## config.mk

```make
export PLATFORM = sky130hd
export DESIGN_NAME = mip_chain_box_downsampler
export DESIGN_NICKNAME = d
export VERILOG_FILES = /design/src/sv/mcbd_pkg.sv /design/src/sv/mcbd_front.sv /design/src/sv/mcbd_queue.sv /design/src/sv/mcbd_back.sv /design/src/sv/mip_chain_box_downsampler.sv
export VERILOG_INCLUDE_DIRS = /design/src /design/src/sv
export SDC_FILE = /design/constraint.sdc
export NUM_CORES = 2
export LEC_CHECK = 0
export ABC_AREA = 1
export BUFFER_PORTS_ARGS = -buffer_cell sky130_fd_sc_hd__clkbuf_2
export CORE_MARGIN = 2
export CORE_UTILIZATION = 40
export CTS_BUF_LIST = sky130_fd_sc_hd__clkbuf_4
export DETAILED_ROUTE_END_ITERATION = 16
export SETUP_SLACK_MARGIN = 0.2
export SYNTH_ARGS = -nofsm -noshare
export SYNTH_HDL_FRONTEND = slang
export SYNTH_SLANG_ARGS = --single-unit
```

## constraint.sdc

```tcl
create_clock -name clk -period 6.1 [get_ports clk]
set_input_delay 0.305 -clock clk [delete_from_list [all_inputs] [get_ports clk]]
set_output_delay 0.305 -clock clk [all_outputs]
set_load 0.03 [all_outputs]
```

## src/sv/mip_chain_box_downsampler_defines.svh

```systemverilog
// Assertion macros shared by the mip chain downsampler RTL.
`ifndef MIP_CHAIN_BOX_DOWNSAMPLER_DEFINES_SVH
`define MIP_CHAIN_BOX_DOWNSAMPLER_DEFINES_SVH

// Check that a condition holds at every clock edge outside reset.
`define MCBD_ALWAYS(lbl, cond, msg) \
  lbl: assert property (@(posedge clk) disable iff (!rst_n) (cond)) else $error(msg);

// Check that a condition in one cycle is followed by another in the next cycle.
`define MCBD_NEXT(lbl, ante, cons, msg) \
  lbl: assert property (@(posedge clk) disable iff (!rst_n) (ante) |=> (cons)) else $error(msg);

`endif

```

## src/sv/mcbd_pkg.sv

```systemverilog
// Shared types, constants and arithmetic helpers of the mip chain downsampler.
package mcbd_pkg;

  localparam int TILE_SIZE  = 32;
  localparam int MIP_LEVELS = 6;

  function automatic int lvl_size(int l);
    return TILE_SIZE >> l;
  endfunction

  // A level makes children only if it is above the last level and at least 2 wide.
  function automatic logic can_step(int l);
    return (l <= MIP_LEVELS - 2) && (lvl_size(l) >= 2);
  endfunction

  // First slot of a lower level in the shared row store of the back end.
  function automatic int slot_base(int l);
    int s;
    s = 0;
    for (int k = 1; k < MIP_LEVELS; k++) begin
      if (k < l) s = s + lvl_size(k) / 2;
    end
    return s;
  endfunction

  function automatic int back_slots();
    int s;
    s = 0;
    for (int k = 1; k <= MIP_LEVELS - 2; k++) begin
      if (lvl_size(k) >= 2) s = s + lvl_size(k) / 2;
    end
    return s;
  endfunction

  localparam int CW         = $clog2(TILE_SIZE);
  localparam int LVLW       = $clog2(MIP_LEVELS);
  localparam int HALF0      = TILE_SIZE / 2;
  localparam int FAW        = (HALF0 > 1) ? $clog2(HALF0) : 1;
  localparam int BACK_DEPTH = (back_slots() > 1) ? back_slots() : 1;
  localparam int BAW        = (BACK_DEPTH > 1) ? $clog2(BACK_DEPTH) : 1;
  localparam int QDEPTH     = 8;
  localparam int QAW        = $clog2(QDEPTH);
  localparam int QCW        = $clog2(QDEPTH + 1);

  localparam int OUT_LVL_W  = 3;
  localparam int OUT_XY_W   = 4;

  typedef struct packed {
    logic [7:0] alpha;
    logic [7:0] blue;
    logic [7:0] green;
    logic [7:0] red;
  } pix_t;

  typedef struct packed {
    logic [8:0] alpha;
    logic [8:0] blue;
    logic [8:0] green;
    logic [8:0] red;
  } sum_t;

  typedef logic [CW-1:0]   coord_t;
  typedef logic [LVLW-1:0] lvl_t;

  // Level-1 pixel handed from the front end to the back end.
  typedef struct packed {
    pix_t   pix;
    coord_t y;
    coord_t x;
  } qitem_t;

  typedef struct packed {
    logic full;
    logic empty;
  } q_status_t;

  typedef struct packed {
    logic                 last;
    pix_t                 pix;
    logic [OUT_XY_W-1:0]  y;
    logic [OUT_XY_W-1:0]  x;
    logic [OUT_LVL_W-1:0] lvl;
  } oitem_t;

  typedef enum logic [1:0] {
    B_IDLE,
    B_EVAL,
    B_COMB
  } bstate_t;

  function automatic sum_t pair_sum(pix_t a, pix_t b);
    sum_t s;
    s.red   = {1'b0, a.red}   + {1'b0, b.red};
    s.green = {1'b0, a.green} + {1'b0, b.green};
    s.blue  = {1'b0, a.blue}  + {1'b0, b.blue};
    s.alpha = {1'b0, a.alpha} + {1'b0, b.alpha};
    return s;
  endfunction

  function automatic logic [7:0] mean4(logic [8:0] a, logic [8:0] b);
    logic [9:0] t;
    t = {1'b0, a} + {1'b0, b};
    return t[9:2];
  endfunction

  function automatic pix_t box_mean(sum_t top, sum_t bot);
    pix_t p;
    p.red   = mean4(top.red, bot.red);
    p.green = mean4(top.green, bot.green);
    p.blue  = mean4(top.blue, bot.blue);
    p.alpha = mean4(top.alpha, bot.alpha);
    return p;
  endfunction

endpackage

```

## src/sv/mcbd_front.sv

```systemverilog
// Front end: level-0 raster tracking, pair sums, row store and level-1 block output.
`include "mip_chain_box_downsampler_defines.svh"

module mcbd_front (
  input  logic               clk,
  input  logic               rst_n,
  input  logic               in_valid,
  output logic               in_ready,
  input  mcbd_pkg::pix_t     in_pix,
  output logic               q_push,
  output mcbd_pkg::qitem_t   q_item,
  input  mcbd_pkg::q_status_t q_stat
);

  localparam int CW = mcbd_pkg::CW;

  mcbd_pkg::coord_t fx_r, fy_r;
  mcbd_pkg::pix_t   fpend_r;
  mcbd_pkg::sum_t   fmem [mcbd_pkg::HALF0];
  logic             b_valid_r, b_valid_nxt;
  mcbd_pkg::sum_t   b_rd_r, b_pair_r;
  mcbd_pkg::coord_t b_x_r, b_y_r;

  logic                   accept, x_last, y_last, in_block;
  logic                   do_pend, do_top, do_comb;
  logic [CW:0]            blk_lim;
  logic [mcbd_pkg::FAW-1:0] widx;
  mcbd_pkg::sum_t         pair;

  assign in_ready = !b_valid_r || !q_stat.full;
  assign accept   = in_valid && in_ready;

  always_comb begin
    x_last   = (fx_r == CW'(mcbd_pkg::lvl_size(0) - 1));
    y_last   = (fy_r == CW'(mcbd_pkg::lvl_size(0) - 1));
    blk_lim  = (CW+1)'(2 * (mcbd_pkg::lvl_size(0) / 2));
    in_block = ({1'b0, fx_r} < blk_lim) && ({1'b0, fy_r} < blk_lim);
    pair     = mcbd_pkg::pair_sum(fpend_r, in_pix);
    widx     = mcbd_pkg::FAW'(fx_r >> 1);
    do_pend  = accept && in_block && !fx_r[0];
    do_top   = accept && in_block && fx_r[0] && !fy_r[0];
    do_comb  = accept && in_block && fx_r[0] && fy_r[0];
    q_push   = b_valid_r && !q_stat.full;
    b_valid_nxt = (b_valid_r && q_stat.full) || do_comb;
    q_item.pix = mcbd_pkg::box_mean(b_rd_r, b_pair_r);
    q_item.x   = b_x_r;
    q_item.y   = b_y_r;
  end

  always_ff @(posedge clk) begin
    if (!rst_n) begin
      fx_r      <= '0;
      fy_r      <= '0;
      b_valid_r <= 1'b0;
    end else begin
      b_valid_r <= b_valid_nxt;
      if (accept) begin
        if (x_last) begin
          fx_r <= '0;
          fy_r <= y_last ? '0 : CW'(fy_r + 1'b1);
        end else begin
          fx_r <= CW'(fx_r + 1'b1);
        end
      end
    end
  end

  // Even-row pair store; read back on the odd row below.
  always_ff @(posedge clk) begin
    if (do_top) fmem[widx] <= pair;
    if (do_comb) b_rd_r <= fmem[widx];
  end

  always_ff @(posedge clk) begin
    if (do_pend) fpend_r <= in_pix;
    if (do_comb) begin
      b_pair_r <= pair;
      b_x_r    <= fx_r >> 1;
      b_y_r    <= fy_r >> 1;
    end
  end

  `MCBD_ALWAYS(a_front_blk_x, !b_valid_r || (b_x_r < CW'(mcbd_pkg::HALF0)), "front block column out of range")
  `MCBD_ALWAYS(a_front_no_accept_full, !(accept && b_valid_r && q_stat.full), "front accepted while stalled")

endmodule

```

## src/sv/mcbd_queue.sv

```systemverilog
// Short queue of level-1 pixels between the front end and the back end.
`include "mip_chain_box_downsampler_defines.svh"

module mcbd_queue (
  input  logic                clk,
  input  logic                rst_n,
  input  logic                push,
  input  mcbd_pkg::qitem_t    push_item,
  input  logic                pop,
  output mcbd_pkg::qitem_t    pop_item,
  output mcbd_pkg::q_status_t stat
);

  localparam int QAW = mcbd_pkg::QAW;
  localparam int QCW = mcbd_pkg::QCW;

  mcbd_pkg::qitem_t mem_r [mcbd_pkg::QDEPTH];
  logic [QAW-1:0]   wr_r, rd_r;
  logic [QCW-1:0]   cnt_r;
  logic             do_push, do_pop;

  assign stat.full  = (cnt_r == QCW'(mcbd_pkg::QDEPTH));
  assign stat.empty = (cnt_r == '0);
  assign do_push    = push && !stat.full;
  assign do_pop     = pop && !stat.empty;
  assign pop_item   = mem_r[rd_r];

  always_ff @(posedge clk) begin
    if (!rst_n) begin
      wr_r  <= '0;
      rd_r  <= '0;
      cnt_r <= '0;
    end else begin
      if (do_push) wr_r <= (wr_r == QAW'(mcbd_pkg::QDEPTH - 1)) ? '0 : QAW'(wr_r + 1'b1);
      if (do_pop)  rd_r <= (rd_r == QAW'(mcbd_pkg::QDEPTH - 1)) ? '0 : QAW'(rd_r + 1'b1);
      if (do_push && !do_pop)      cnt_r <= QCW'(cnt_r + 1'b1);
      else if (do_pop && !do_push) cnt_r <= QCW'(cnt_r - 1'b1);
    end
  end

  always_ff @(posedge clk) begin
    if (do_push) mem_r[wr_r] <= push_item;
  end

  `MCBD_ALWAYS(a_queue_cnt, cnt_r <= QCW'(mcbd_pkg::QDEPTH), "queue count above depth")

endmodule

```

## src/sv/mcbd_back.sv

```systemverilog
// Back end: walks each level-1 pixel down the lower levels and buffers results.
`include "mip_chain_box_downsampler_defines.svh"

module mcbd_back (
  input  logic                clk,
  input  logic                rst_n,
  output logic                q_pop,
  input  mcbd_pkg::qitem_t    q_item,
  input  mcbd_pkg::q_status_t q_stat,
  output logic                out_valid,
  input  logic                out_ready,
  output mcbd_pkg::oitem_t    out_item
);

  localparam int CW   = mcbd_pkg::CW;
  localparam int LVLW = mcbd_pkg::LVLW;
  localparam int BAW  = mcbd_pkg::BAW;

  mcbd_pkg::bstate_t st_r, st_nxt;
  mcbd_pkg::lvl_t    res_lvl_r;
  mcbd_pkg::coord_t  res_x_r, res_y_r;
  mcbd_pkg::pix_t    res_pix_r;
  mcbd_pkg::coord_t  bx_r [mcbd_pkg::MIP_LEVELS];
  mcbd_pkg::coord_t  by_r [mcbd_pkg::MIP_LEVELS];
  mcbd_pkg::pix_t    bpend_r [mcbd_pkg::MIP_LEVELS];
  mcbd_pkg::sum_t    bmem [mcbd_pkg::BACK_DEPTH];
  mcbd_pkg::sum_t    rd_r, pair_r;
  mcbd_pkg::oitem_t  ofifo_r [2];
  logic              owr_r, ord_r;
  logic [1:0]        ocnt_r;

  logic             step_ok, x_last, y_last, in_block, o_full;
  logic             eval_go, step, k_pend, k_top, k_comb, emit, load, o_pop;
  logic [CW:0]      blk_lim;
  logic [BAW-1:0]   addr;
  mcbd_pkg::coord_t cx, cy;
  mcbd_pkg::sum_t   pair;
  mcbd_pkg::oitem_t o_new;

  always_comb begin
    step_ok  = mcbd_pkg::can_step(int'(res_lvl_r));
    cx       = bx_r[res_lvl_r];
    cy       = by_r[res_lvl_r];
    x_last   = (cx == CW'(mcbd_pkg::lvl_size(int'(res_lvl_r)) - 1));
    y_last   = (cy == CW'(mcbd_pkg::lvl_size(int'(res_lvl_r)) - 1));
    blk_lim  = (CW+1)'(2 * (mcbd_pkg::lvl_size(int'(res_lvl_r)) / 2));
    in_block = ({1'b0, cx} < blk_lim) && ({1'b0, cy} < blk_lim);
    pair     = mcbd_pkg::pair_sum(bpend_r[res_lvl_r], res_pix_r);
    addr     = BAW'(mcbd_pkg::slot_base(int'(res_lvl_r)) + int'(cx >> 1));
    o_full   = (ocnt_r == 2'd2);
    eval_go  = (st_r == mcbd_pkg::B_EVAL) && !o_full;
    step     = eval_go && step_ok;
    k_pend   = step && in_block && !cx[0];
    k_top    = step && in_block && cx[0] && !cy[0];
    k_comb   = step && in_block && cx[0] && cy[0];
    emit     = eval_go;

    o_new.lvl  = mcbd_pkg::OUT_LVL_W'(res_lvl_r);
    o_new.x    = mcbd_pkg::OUT_XY_W'(res_x_r);
    o_new.y    = mcbd_pkg::OUT_XY_W'(res_y_r);
    o_new.pix  = res_pix_r;
    o_new.last = !k_comb;

    out_valid = (ocnt_r != 2'd0);
    out_item  = ofifo_r[ord_r];
    o_pop     = out_valid && out_ready;
  end

  always_comb begin
    st_nxt = st_r;
    q_pop  = 1'b0;
    load   = 1'b0;
    unique case (st_r)
      mcbd_pkg::B_IDLE: begin
        if (!q_stat.empty) begin
          q_pop  = 1'b1;
          load   = 1'b1;
          st_nxt = mcbd_pkg::B_EVAL;
        end
      end
      mcbd_pkg::B_EVAL: begin
        if (eval_go) begin
          if (k_comb) begin
            st_nxt = mcbd_pkg::B_COMB;
          end else if (!q_stat.empty) begin
            q_pop = 1'b1;
            load  = 1'b1;
          end else begin
            st_nxt = mcbd_pkg::B_IDLE;
          end
        end
      end
      mcbd_pkg::B_COMB: begin
        st_nxt = mcbd_pkg::B_EVAL;
      end
      default: begin
        st_nxt = mcbd_pkg::B_IDLE;
      end
    endcase
  end

  always_ff @(posedge clk) begin
    if (!rst_n) begin
      st_r   <= mcbd_pkg::B_IDLE;
      owr_r  <= 1'b0;
      ord_r  <= 1'b0;
      ocnt_r <= 2'd0;
      for (int l = 0; l < mcbd_pkg::MIP_LEVELS; l++) begin
        bx_r[l] <= '0;
        by_r[l] <= '0;
      end
    end else begin
      st_r <= st_nxt;
      if (step) begin
        if (x_last) begin
          bx_r[res_lvl_r] <= '0;
          by_r[res_lvl_r] <= y_last ? '0 : CW'(cy + 1'b1);
        end else begin
          bx_r[res_lvl_r] <= CW'(cx + 1'b1);
        end
      end
      if (emit)  owr_r <= ~owr_r;
      if (o_pop) ord_r <= ~ord_r;
      if (emit && !o_pop)      ocnt_r <= ocnt_r + 2'd1;
      else if (o_pop && !emit) ocnt_r <= ocnt_r - 2'd1;
    end
  end

  always_ff @(posedge clk) begin
    if (k_top)  bmem[addr] <= pair;
    if (k_comb) rd_r <= bmem[addr];
  end

  always_ff @(posedge clk) begin
    if (k_pend) bpend_r[res_lvl_r] <= res_pix_r;
    if (emit) ofifo_r[owr_r] <= o_new;
    if (load) begin
      res_lvl_r <= LVLW'(1);
      res_x_r   <= q_item.x;
      res_y_r   <= q_item.y;
      res_pix_r <= q_item.pix;
    end
    if (k_comb) begin
      res_lvl_r <= LVLW'(res_lvl_r + 1'b1);
      res_x_r   <= cx >> 1;
      res_y_r   <= cy >> 1;
      pair_r    <= pair;
    end
    if (st_r == mcbd_pkg::B_COMB) res_pix_r <= mcbd_pkg::box_mean(rd_r, pair_r);
  end

  `MCBD_ALWAYS(a_back_ocnt, ocnt_r <= 2'd2, "result buffer overfilled")
  `MCBD_NEXT(a_back_comb, emit && !o_new.last, st_r == mcbd_pkg::B_COMB, "missing combine cycle")

endmodule

```

## src/sv/mip_chain_box_downsampler.sv

```systemverilog
// Top level of the streaming 2x2 box-filter mip chain builder.
//
//  channel | dir | ports                           | request
//  --------+-----+---------------------------------+--------------------------------------
//  in      | in  | in_tvalid in_tready in_tdata    | one level-0 RGBA8 pixel, raster order
//  out     | out | out_tvalid out_tready out_tdata | one lower-level pixel with level, x, y
//          |     | out_tlast                       |   tlast on final result of an input
//
// Flow: the front end takes one pixel per cycle while in_tready is high; a completed
//   level-1 block is registered in the front end and pushed once the queue has room.
//   The back end evaluates each queued pixel, and for each deeper-level pixel it
//   produces it reads the row store, then forms the mean.
// Reset: synchronous, active low; clears positions and queue/buffer pointers.
//   The row stores need no clearing pass: every entry is written before it is read.
// Stalls: a full queue holds in_tready low once a level-1 block waits; a full
//   result buffer holds the back end. The result buffer keeps two requests.
`include "mip_chain_box_downsampler_defines.svh"

module mip_chain_box_downsampler (
  input  logic        clk,
  input  logic        rst_n,
  input  logic        in_tvalid,
  output logic        in_tready,
  input  logic [31:0] in_tdata,   // red[7:0], green[15:8], blue[23:16], alpha[31:24]
  output logic        out_tvalid,
  input  logic        out_tready,
  output logic [47:0] out_tdata,  // out_level[2:0], out_x[6:3], out_y[10:7], out_red[18:11],
                                  // out_green[26:19], out_blue[34:27], out_alpha[42:35], zero
  output logic        out_tlast   // last_of_run
);

  mcbd_pkg::pix_t      in_pix;
  logic                q_push, q_pop;
  mcbd_pkg::qitem_t    q_in, q_out;
  mcbd_pkg::q_status_t q_stat;
  mcbd_pkg::oitem_t    o_item;

  assign in_pix = mcbd_pkg::pix_t'(in_tdata);

  // Classify level-0 pixels and emit completed level-1 blocks.
  mcbd_front u_front (
    .clk      (clk),
    .rst_n    (rst_n),
    .in_valid (in_tvalid),
    .in_ready (in_tready),
    .in_pix   (in_pix),
    .q_push   (q_push),
    .q_item   (q_in),
    .q_stat   (q_stat)
  );

  // Decouple the front and back ends.
  mcbd_queue u_queue (
    .clk       (clk),
    .rst_n     (rst_n),
    .push      (q_push),
    .push_item (q_in),
    .pop       (q_pop),
    .pop_item  (q_out),
    .stat      (q_stat)
  );

  // Walk each level-1 pixel down the chain and buffer the results.
  mcbd_back u_back (
    .clk       (clk),
    .rst_n     (rst_n),
    .q_pop     (q_pop),
    .q_item    (q_out),
    .q_stat    (q_stat),
    .out_valid (out_tvalid),
    .out_ready (out_tready),
    .out_item  (o_item)
  );

  // Pack fields from the lowest bit up; pad to whole bytes.
  assign out_tdata = {5'b0, o_item.pix.alpha, o_item.pix.blue, o_item.pix.green,
                      o_item.pix.red, o_item.y, o_item.x, o_item.lvl};
  assign out_tlast = o_item.last;

endmodule
```

==> results.py <==
metrics = {
    "status": {
        "outcome": "complete, no violations",
    },
    "clock_network": {
        "cts_tree": "yes",
        "numCtsBuffers": 557,
        "ctsResizeCount": 0,
        "cts_root_buf": "clkbuf_4",
        "cts.sinks": 2057,
        "htree_levels": 6,
        "clk_latency_ns": 1.34,
        "cts.path.max_buffers": 4,
        "post_cts_buffers": 0,
        "clkTransAtPathRegs_ns": 0.06,
    },
    "timing": {
        "rsz0062_at_grt": "false",
        "post-route-min-period_ns": 5.10,
        "finalHoldViolCount": 0,
        "slew_violations": 0,
        "post-route-period-util_pct": 83.5,
        "tightest_slew_ns": 1.35,
        "setup_viol": 0,
        "whs_ns": 0.175,
        "max-slew-margin-rel_pct": 9.59,
        "setup_tns_ns": 0,
        "clock-skew-final_ns": 0.108,
        "timing.fmax_mhz": 196,
    },
    "hold_path": {
        "hold-path-endpoint": "u_front.fx_r[4]",
        "hold_depth": 4,
        "hold_start": "in_tvalid",
        "hp-class": "in2reg",
    },
    "setup_path": {
        "cpMaxStageDelayCell": "dfxtp_4",
        "reg2regPathDepth": 28,
        "cp.required_ns": 7.23,
        "cp-end-kind": "flop",
        "arrival_ns": 6.22,
        "path_max_fanout": 42,
        "r2r_setup_slack_ns": 1.00,
        "cpPeakStageDelay_ns": 0.61,
        "crit_path_frequent_cell": "nand2_1",
        "startpoint_type": "flop",
        "r2r-end": "u_queue.cnt_r[3]",
        "critical_path_class": "reg2reg",
    },
    "placement": {
        "gp_congestion": 0.847,
        "io_buffers": 81,
        "dp_hpwl_um": 119000,
        "place_area_um2": 85700,
    },
    "finish": {
        "finalInstanceArea_um2": 93100,
        "syn_to_final_growth_pct": 14.2,
        "nNetsFinal": 6465,
        "drive_above_1_share_pct": 18.5,
    },
    "yosys": {
        "netlist_area_um2": 81500,
        "ys.flop_type": "edfxtp_1",
        "ys_types": 57,
        "synth_edf_count": 2023,
        "yosysWarnings": 0,
        "ys_seq_elements": 2057,
        "ys_async_sr_fraction_pct": 0,
        "syn_inst": 5710,
        "avgSynthCellArea_um2": 14.3,
        "yosysSeqAreaShare_pct": 75.3,
    },
    "floorplan": {
        "start_util_pct": 40.3,
        "num_io_pins": 87,
        "fp.dieW_um": 456,
        "fp.dieH_um": 456,
        "rows": 165,
        "core_area_um2": 202000,
        "design.die.area_um2": 208000,
    },
    "routing": {
        "viasPerCell": 5.43,
        "drt_iter0_markers": 4650,
        "post_drt_wl_per_cell_um": 22.9,
        "first_pass_iters": 5,
        "ant_nets": 0,
        "routed_wl_um": 213000,
        "dr_total_vias": 50400,
        "drc": 0,
    },
    "power_and_ir_drop": {
        "leakage_nw": 31.7,
        "vdd_drop_max_v": 0.000761,
        "powerDensity_nw_per_um2": 575,
        "p_total_mw": 53.5,
    },
    "grt": {
        "grt_pass1_vias": 50700,
        "grt_max_degree": 109,
        "grt_overflow": 0,
        "grt_util_all_layers_pct": 20.1,
        "grt_pass1_wl_um": 316000,
        "antenna_found_initial": 4,
    },
    "job": {
        "cap_violations": 0,
    },
}
==> layer usage <==
metal | up-vias | track usage, % | part of all wire, %
li1 | 23000 | - | -
met1 | 25100 | 25.5 | 41
met2 | 1981 | 33.9 | 49
met3 | 377 | 3.84 | 6.8
met4 | 2 | 8.31 | 3.1
met5 | - | 0 | 0.0089
==> logic make-up (layout without fill, tap and decap cells) <==
family          after synthesis  in the layout  synth area share, %
xor+xnor                     91             91                0.987
compound gates             1204           1204                 9.44
flops                      2057           2057                 75.3
other cells                   1             11              0.00460
fa+ha+maj                   171            171                 2.72
mux                          44             44                0.608
buf+inv                     539           1431                 2.60
simple gates               1603           1603                 8.33
==> critical path, delay by kind of cell (launching register included) <==
kind,cells,cell delay (ns)
adder cells (fa/ha/maj),3,0.85
buffers and inverters,6,0.87
flip-flops,1,0.61
AND/OR/NAND/NOR,12,1.32
AO/OA/AOI/OAI,7,1.21
==> stage by stage <==
step | std cells | utilization (%) | worst slack [ns]
after floorplan | 5714 | - | 1.03
after global placement | 8301 | 42.4 | 1.04
after detailed placement | 8301 | 42.4 | 1.16
after CTS | 9276 | 46.0 | 1.07
after global routing | 9283 | 46.0 | 0.417
final | 9284 | 46.0 | 1.00
==> repair_timing <==
action / 4_1_cts / 5_1_grt
hold endpoints to repair: 764 / 0
hold buffers: 68 / 0
endpoints found under the setup margin: 0 / 0
==> synthesized netlist by cell type (3+ instances only) <==
cell | instances | share of area, %
nand4_1 | 12 | 0.092
nand2_1 | 768 | 3.5
a221oi_1 | 12 | 0.13
nor2_4 | 3 | 0.041
mux2_2 | 44 | 0.61
a21oi_1 | 179 | 1.1
o22ai_1 | 64 | 0.49
fa_1 | 10 | 0.25
a21o_1 | 13 | 0.12
nor2_1 | 459 | 2.1
inv_1 | 226 | 1.0
o211ai_1 | 33 | 0.30
buf_1 | 23 | 0.11
nor2_2 | 4 | 0.031
nand3_1 | 270 | 1.7
buf_2 | 18 | 0.11
a211oi_1 | 5 | 0.046
ha_1 | 161 | 2.5
clkbuf_1 | 243 | 1.1
xnor2_1 | 18 | 0.19
o2111ai_1 | 3 | 0.032
nand4_4 | 4 | 0.10
buf_6 | 5 | 0.069
o221ai_1 | 47 | 0.50
xor2_1 | 72 | 0.77
nand2_2 | 6 | 0.046
o21ai_2 | 3 | 0.032
a32o_1 | 32 | 0.39
nand3b_1 | 11 | 0.10
or4_1 | 36 | 0.33
a22oi_1 | 291 | 2.7
o21bai_1 | 8 | 0.074
a22o_1 | 21 | 0.23
nor3_1 | 18 | 0.11
o21ai_0 | 304 | 1.9
o21ai_1 | 11 | 0.068
inv_2 | 15 | 0.069
a31oi_1 | 175 | 1.3
buf_4 | 6 | 0.055
dfxtp_1 | 34 | 0.83
edfxtp_1 | 2023 | 74
==> power by group <==
group,total [mW],switching (mW),leakage [nW],internal [mW]
registers,21.0,0.697,18.6,20.3
clock network,11.8,5.46,4.04,6.39
logic,20.7,15.4,9.06,5.27
==> worst max path at each step <==
stage	start	endpoint	slack, ns	cells after the start
floorplan	u_queue.cnt_r[0]	u_front.b_pair_r[0]	1.03	6
global placement	flop	u_queue.cnt_r[3]	1.04	28
detailed placement	flop	u_back.bmem[6][20]	1.16	19
CTS	flop	u_queue.cnt_r[3]	1.07	28
global route	flop	u_queue.cnt_r[3]	0.42	28
finish	flop	u_queue.cnt_r[3]	1.00	28
==> placed cells by master, fill, tap and decap left out, drive strengths merged, types with 79 or more instances in the layout <==
cell type	count
o21ai	318
a31oi	175
nand2	774
buf	132
inv	261
ha	161
a22oi	291
clkbuf	881
nand3	273
edfxtp	2023
nor2	467
a21oi	179
clkinv	79
==> state kept, by name, indices dropped and copies added, names as in the netlist, 4 cells and up, named ones only <==
signal / count
u_front.fmem: 576
u_back.bmem: 540
u_queue.mem_r: 320
u_back.bpend_r: 192
u_back.ofifo_r: 88
u_back.bx_r: 40
u_back.by_r: 40
u_back.pair_r: 36
u_back.rd_r: 36
u_front.b_pair_r: 36
u_front.b_rd_r: 36
u_back.o_new: 32
u_front.fpend_r: 32
u_front.fx_r: 5
u_front.fy_r: 5
u_back.res_x_r: 4
u_back.res_y_r: 4
u_front.b_x_r: 4
u_front.b_y_r: 4
u_queue.cnt_r: 4
==> final cells by class <==
cell class | instances | area (µm²)
multi-input combinational | 3118 | 18500
fill | 18000 | 109000
antenna | 6 | 15.0
timing repair buffer | 281 | 2210
sequential | 2057 | 61400
tap | 2672 | 3340
inverter | 243 | 931
clock inverter | 107 | 674
clock buffer | 800 | 6010
No activity file was read; power rests on OpenSTA's default activity.
